### src/sv/lche_pkg.sv
// ============================================================================
// lche_pkg
// shared types and constants of the lattice convex hull engine
// ============================================================================
package lche_pkg;

    localparam int X_W        = 5;
    localparam int Y_W        = 7;
    localparam int CNT_W      = 13;
    localparam int VC_W       = 8;
    localparam int VI_W       = 7;
    localparam int CFG_IDX_W  = 1;
    localparam int CFG_DATA_W = 7;

    localparam logic [CFG_IDX_W-1:0] CFG_GRID_S1 = 1'b0;
    localparam logic [CFG_IDX_W-1:0] CFG_GRID_S2 = 1'b1;

    typedef enum logic [1:0] {
        CMD_ADD,
        CMD_INTERIOR,
        CMD_COUNT,
        CMD_READ
    } cmd_t;

    typedef struct packed {
        logic [X_W-1:0] x;
        logic [Y_W-1:0] y;
    } point_t;

    typedef enum logic [3:0] {
        ST_CLEAR,
        ST_IDLE,
        ST_ADD_WR,
        ST_RB_INIT,
        ST_SC_RD,
        ST_SC_CHK,
        ST_POP_RD,
        ST_POP_CHK,
        ST_PUSH,
        ST_END_PASS,
        ST_Q_START,
        ST_Q_VX,
        ST_IN_SEEN,
        ST_IN_RD,
        ST_IN_CHK
    } state_t;

endpackage

### src/sv/lche_turn.sv
// ============================================================================
// lche_turn
// orientation test: is o -> a -> b a strict left turn
// ============================================================================
module lche_turn
(
    input  lche_pkg::point_t o,
    input  lche_pkg::point_t a,
    input  lche_pkg::point_t b,
    output logic             left
);
    import lche_pkg::*;

    logic signed [X_W:0]     d1x;
    logic signed [X_W:0]     d2x;
    logic signed [Y_W:0]     d1y;
    logic signed [Y_W:0]     d2y;
    logic signed [X_W+Y_W+2:0] p1;
    logic signed [X_W+Y_W+2:0] p2;
    logic signed [X_W+Y_W+3:0] cr;

    always_comb
    begin
        d1x = $signed({1'b0, a.x}) - $signed({1'b0, o.x});
        d2x = $signed({1'b0, b.x}) - $signed({1'b0, o.x});
        d1y = $signed({1'b0, a.y}) - $signed({1'b0, o.y});
        d2y = $signed({1'b0, b.y}) - $signed({1'b0, o.y});
        p1  = d1x * d2y;
        p2  = d1y * d2x;
        cr  = $signed({p1[X_W+Y_W+2], p1}) - $signed({p2[X_W+Y_W+2], p2});
        left = !cr[X_W+Y_W+3] && (cr != '0);
    end

endmodule

### config.mk
export PLATFORM = sky130hd
export DESIGN_NAME = lche_turn
export DESIGN_NICKNAME = d
export VERILOG_FILES = /design/src/sv/lche_pkg.sv /design/src/sv/lche_turn.sv
export SDC_FILE = /design/constraint.sdc
export NUM_CORES = 1
export LEC_CHECK = 0
export ABC_AREA = 1
export BUFFER_PORTS_ARGS = -buffer_cell sky130_fd_sc_hd__buf_2
export CORE_AREA = 10 10 124 126
export DETAILED_ROUTE_END_ITERATION = 7
export DIE_AREA = 0 0 134 136
export SLEW_MARGIN = 20
export SYNTH_ARGS = -nofsm -noshare
export SYNTH_HDL_FRONTEND = slang
export SYNTH_SLANG_ARGS = --single-unit
### constraint.sdc
create_clock -name vclk -period 17.84
set_input_delay 1.784 -clock vclk [all_inputs]
set_output_delay 1.784 -clock vclk [all_outputs]
set_load 0.05 [all_outputs]
# After elaboration in Yosys (flattened, before gate mapping)
# Cells that the tools add are included.
# totals
register_bits	0
input_bits	36
output_inout_bits	1
word_cells	10
# op_classes
add_sub_neg	5
n_mul	2
n_reduce_logical	3
# ops
cell	count
nonzero test 16 bit	1
subtractor 7 x 7 -> 8 bit	2
subtractor 14 x 14 -> 15 bit	1
multiplier 6 x 8 -> 14 bit	1
multiplier 8 x 6 -> 14 bit	1
subtractor 5 x 5 -> 6 bit	2
logical AND 1 bit	1
zero test 1 bit	1

# Logic depth before layout (Yosys ltp)
# Gate-level depths: netlist (run 1).
# depth
ltp_word	5
depth_mapped	34
ltp_nobuf	34

# Least setup slack after synthesis (run 1)
# Ideal clock, no wire load.
# synth_timing
path_type	input to output
start	input o[2] (netlist bit)
end	output left
t_arrival_ns	7.992
setup_slack_ns	8.064
stages	32
path_buffers	0
path_cell_list	inv_1 -> ha_1 -> a21oi_2 -> nand2_1 -> nand2_2 -> nand2_1 -> a21oi_1 -> inv_1 -> or2_1 -> nand2_2 -> nor2_1 -> fa_1 -> inv_1 -> fa_1 -> fa_1 -> fa_1 -> fa_1 -> inv_1 -> fa_1 -> inv_1 -> ha_1 -> nand2_1 -> inv_1 -> nand2_1 -> nand2_1 -> nor2_1 -> nor2_1 -> nor2_1 -> inv_1 -> nand2_1 -> nand2_1 -> a31oi_1
# synth_via
elab_chain_len	5
# synth_rtl
element	line_no	rtl
from (decl)	lche_turn.sv:7	input lche_pkg::point_t o,
subtractor 7 x 7 -> 8 bit, on equally long branches	lche_turn.sv:27, lche_turn.sv:26	
multiplier 6 x 8 -> 14 bit / multiplier 8 x 6 -> 14 bit (equally long branches)	lche_turn.sv:28, lche_turn.sv:29	
subtractor 14 x 14 -> 15 bit (*)	lche_turn.sv:30	cr = $signed({p1[X_W+Y_W+2], p1}) - $signed({p2[X_W+Y_W+2], p2});
nonzero test 16 bit / zero test 1 bit (equally long branches)	lche_turn.sv:31	left = !cr[X_W+Y_W+3] && (cr != '0);
logical AND 1 bit (*)	lche_turn.sv:31	
to (decl)	lche_turn.sv:10	output logic left
# Mark *: on every way between the ends. The rest lies on a longest branch, timed or not.

# Final worst setup path (run 1)
# layout_timing
start	input a[7] (netlist bit)
end	output left
# layout_via
elab_chain_len	5
# layout_rtl
element	line_no	rtl
from (decl)	lche_turn.sv:8	input lche_pkg::point_t a,
subtractor 5 x 5 -> 6 bit (*)	lche_turn.sv:24	d1x = $signed({1'b0, a.x}) - $signed({1'b0, o.x});
multiplier 6 x 8 -> 14 bit (*)	lche_turn.sv:28	p1 = d1x * d2y;
subtractor 14 x 14 -> 15 bit (*)	lche_turn.sv:30	
nonzero test 16 bit / zero test 1 bit (equally long branches)	lche_turn.sv:31	
logical AND 1 bit (*)	lche_turn.sv:31	
# Marked as above.

==> qor.txt, run 1 <==
Grt ovf -> 0
Vias -> 4070
Setup CP Type -> input port to primary output
Hold_buf cts -> 0
Initial antenna violation count -> 0
Post-CTS setup buffers -> 0
Vias in the first global route -> 4297
RSZ-0062 raised after global routing -> no
Leading cell type in the layout, fill and taps excluded -> inv_1
Endpoints failing setup -> 0
Sequential cells -> 0
DRT iter0 DRCs -> 248
Final worst slack -> 7890 ps
CORE AREA -> 0.0130 mm²
Initial Util -> 39.0%
Most repeated library cell on the critical path -> inv_1
Share of cells above drive strength 1 -> 7.51%
Syn Inst Count -> 682
Via density -> 4.55
Worst-path maximum fanout -> 6
Status -> completed
Crit path buf inv count -> 10
Req. time, crit path -> 16060 ps
Post-route antenna net violation count -> 0
CP max stage delay -> 550 ps
Netlist cell types -> 26
Final WL -> 11000 µm
DRC -> 0
Pre-CTS setup slack -> 7930 ps
Crit path DAT -> 8170 ps
Routed wire per std cell -> 12.3 µm
Slew Viols, Final -> 0
Die Y -> 136 µm
Relative slew slack -> 46.2%
Core Rows -> 42
Period minus WS final -> 9950 ps
DR pass1 iterations -> 5
Most frequent cells in the layout -> inv_1, nand2_1, fa_1
Register Area -> 0 µm²
First-pass GRT wire length -> 20000 µm
Final TNS setup -> 0 ps
Final period utilization -> 55.8%
RePlAce Congestion -> 0.860
CP top delay family -> adder cells
Warning count from the yosys run -> 0
Tot GR Track Use -> 13.0%
Worst hold-check path type -> input port to primary output
Post-synthesis sequential area ratio -> 0%
CP Launch Type -> input port
Average cell area after synthesis -> 7.41 µm²
Clkbuf count -> 0
Synthesized net count -> 890
Die area -> 0.0182 mm²
Hold WS -> 4980 ps
Total of max-cap violations -> 0
Pin count of the biggest net entering global routing -> 10
Placed wire-length estimate -> 10300 µm
Hold Vio Cnt, Final -> 0
N_diodes -> 0
Slowest CP cell -> fa_1
Port Buffer Count -> 37
Worst-Margin Slew -> 802 ps
CTS resizes -> 0
Worst Setup End Kind -> primary output
Top-level I/O count -> 37
Die width -> 134 µm
Final #Nets -> 929
Mapped cell area -> 0.00506 mm²
Max Fclk -> 100 MHz
Layout area overhead -> 8.02%
[routing by layer]
metal	vias to the layer above	track usage (%)	wire, µm
li1	2089	-	-
met1	1884	16.9	4860
met2	95	23.9	5520
met3	2	1.22	572
met4	0	0.363	38
met5	-	0	0
[cells by family (layout without fill, tap and decap cells)]
kind of cell	after synthesis	count (layout)	synth area share (%)
adders and majority gates	172	172	56.8
xor gates and xnor gates	21	21	3.64
buffers and inverters	195	232	14.5
and+or+nand+nor	258	258	20.7
AOI/OAI and AO/OA	36	36	4.41
[synth_stat cells]
cell      instances  area share (%)
nand3_1          25             2.5
ha_1             76              19
or2_2             6            0.74
nor3_1            1           0.099
o21ai_0           2            0.20
a31oi_1           1            0.12
fa_1             96              38
xor2_1           14             2.4
o21ai_2           1            0.17
nor2_1           72             5.3
a21o_1            1            0.15
a21oi_4           1            0.32
inv_2             3            0.22
nand2_2           2            0.25
a211oi_2          1            0.25
o21ai_1           3            0.30
a21oi_2           3            0.52
nand3b_1          1            0.15
o21bai_1          1            0.15
nand2_1         143              11
or2_1             2            0.25
nand4_1           6            0.74
a21oi_1          21             2.1
inv_1           192              14
xnor2_1           7             1.2
o211ai_1          1            0.15
[through the flow]
stage | instances | util, % | area, µm²
after floorplan | 682 | - | 5060
after global placement | 895 | 42.1 | 5460
after detailed placement | 895 | 42.1 | 5460
after CTS | 895 | 42.1 | 5460
after global routing | 895 | 42.1 | 5460
final | 895 | 42.1 | 5460
[cell type report]
class	count	area [µm²]
timing repair buffer	37	185
multi-input combinational	487	4320
inverter	195	732
fill	1358	7520
tap	176	220
[worst paths after layout]
path	start	endpoint	slack, ps	cells after the start
min	o[0]	left	4980	13
max	a[7]	left	7890	32
Power of run 1 is not shown: default switching activity piles up to over one toggle a cycle in this logic, so the estimate is an artifact.
==> inputs of run 2 (changes only) <==
- ABC_AREA: 1 -> 0
- CORE_AREA: 10 10 124 126 -> 10 10 121 123
- DIE_AREA: 0 0 134 136 -> 0 0 131 133
- clock period: 17.84 -> 9.2 ns (I/O delays scaled with it)
==> qor.txt, run 2 <==
Routed wire per std cell -> 14.3 µm
Synthesized net count -> 747
RePlAce Congestion -> 0.885
Placed wire-length estimate -> 10000 µm
Via density -> 4.89
Most frequent cells in the layout -> inv_1, fa_1, ha_1
Post-CTS setup buffers -> 0
Netlist cell types -> 38
Max Fclk -> 115 MHz
N_diodes -> 0
Final #Nets -> 788
Vias in the first global route -> 3872
Vias -> 3670
Port Buffer Count -> 37
Worst hold-check path type -> input port to primary output
Sequential cells -> 0
Layout area overhead -> 8.89%
Leading cell type in the layout, fill and taps excluded -> inv_1
Setup CP Type -> input port to primary output
Period minus WS final -> 8700 ps
Hold_buf cts -> 0
Core Rows -> 41
Commonest cells in the netlist -> inv_1, fa_1, ha_1, nor2_1, nand2_1
Clkbuf count -> 0
Die Y -> 133 µm
Pin count of the biggest net entering global routing -> 11
Top-level I/O count -> 37
Worst-path maximum fanout -> 7
Die width -> 131 µm
Crit path DAT -> 7780 ps
Synth top area share -> 39.9%
Final TNS setup -> 0 ps
CORE AREA -> 0.0124 mm²
Slew Viols, Final -> 0
Hold Path Sink -> left
Register Area -> 0 µm²
Req. time, crit path -> 8280 ps
Final WL -> 10700 µm
Warning count from the yosys run -> 0
CTS resizes -> 0
First-pass GRT wire length -> 18400 µm
Initial Util -> 38.9%
Tot GR Track Use -> 12.7%
Relative slew slack -> 53.7%
Hold path cells -> 11
Initial antenna violation count -> 0
Fillers -> 1225
Multi-input logic area -> 0.00434 mm²
Worst Setup End Kind -> primary output
Hold Vio Cnt, Final -> 0
Average cell area after synthesis -> 8.93 µm²
Post-route antenna net violation count -> 0
RSZ-0062 raised after global routing -> no
Top post-synthesis cells by area -> fa_1, ha_1, inv_1, xnor2_1, nor2_1
CP Launch Type -> input port
Total of max-cap violations -> 0
Mapped cell area -> 0.00481 mm²
Area leader, netlist -> fa_1
DR pass1 iterations -> 5
Placed inst area -> 0.00523 mm²
Die area -> 0.0174 mm²
Grt ovf -> 0
Post-synthesis sequential area ratio -> 0%
Share of cells above drive strength 1 -> 8.82%
Top-count cell post-synth -> inv_1
Hold Path Origin -> o[0]
Final period utilization -> 94.6%
Final Cell Area -> 0.00524 mm²
Syn Inst Count -> 539
DRT iter0 DRCs -> 148
Worst-Margin Slew -> 689 ps
Status -> completed
DRC -> 0
Endpoints failing setup -> 0
[run 2: cell count changes after synthesis, moves of 20 or more]
| cell | change |
|---|---|
| a21o_1 | +20 |
| inv_1 | -66 |
| xnor2_1 | +21 |
| nor2_1 | -24 |
| nand2_1 | -109 |
| nand3_1 | -22 |
[run 2: worst max-delay path by stage]
stage | startpoint | endpoint | cells past startpoint
after CTS | o[1] | left | 29
after global placement | o[1] | left | 29
after global routing | o[1] | left | 27
after floorplan | o[8] | left | 24
final | b[0] | left | 28
after detailed placement | o[1] | left | 29
[run 2: metrics by stage]
stage                     worst slack [ps]  hold slack, ps  std cells  utilization (%)
after CTS                              487            3320        750             42.3
final                                  496            3290        750             42.4
after global routing                  51.6            3490        750             42.4
after detailed placement               538            3310        750             42.3
after global placement                 519            3310        750             42.3
after floorplan                        564            3090        539                -
[run 2: metal layers]
layer	up-vias	track usage, %	part of all wire, %
met3	4	0.719	4.9
li1	1757	-	-
met4	0	0.556	0.49
met1	1819	16.9	41
met2	90	23.0	54
met5	-	0	0
[run 2: cell families (layout without fill, tap and decap cells)]
family | count (synthesis) | after routing | synth area share (%)
xor gates and xnor gates | 38 | 38 | 6.92
adders and majority gates | 172 | 172 | 59.7
muxes | 4 | 4 | 0.884
buffers and inverters | 128 | 167 | 10.1
and+or+nand+nor | 126 | 126 | 12.1
AOI/OAI and AO/OA | 71 | 71 | 10.4
[run 2: layout make-up]
class / count / area share [%]
well taps: 172 / 4.11
repair buffers: 41 / 4.11
multi-input cells: 411 / 82.8
inverters: 126 / 9.03
[run 2: worst max-delay path, stage by stage]
cell and delay, ps:
buf_2 90, inv_1 50, ha_1 140, inv_1 60, fa_1 430, a21o_1 210, a21oi_1 280, o21bai_1 160
a21oi_1 240, xnor2_1 230, nor2b_1 230, fa_1 560, inv_1 50, fa_1 510, inv_1 60, fa_1 520
fa_1 440, fa_1 490, ha_1 310, ha_1 400, o21ai_0 120, a2bb2oi_1 160, nor2_1 60, nor4_1 390
o2111ai_1 180, nor2_1 180, a31oi_1 90, buf_2 210
Power of run 2 is left out for the same reason.
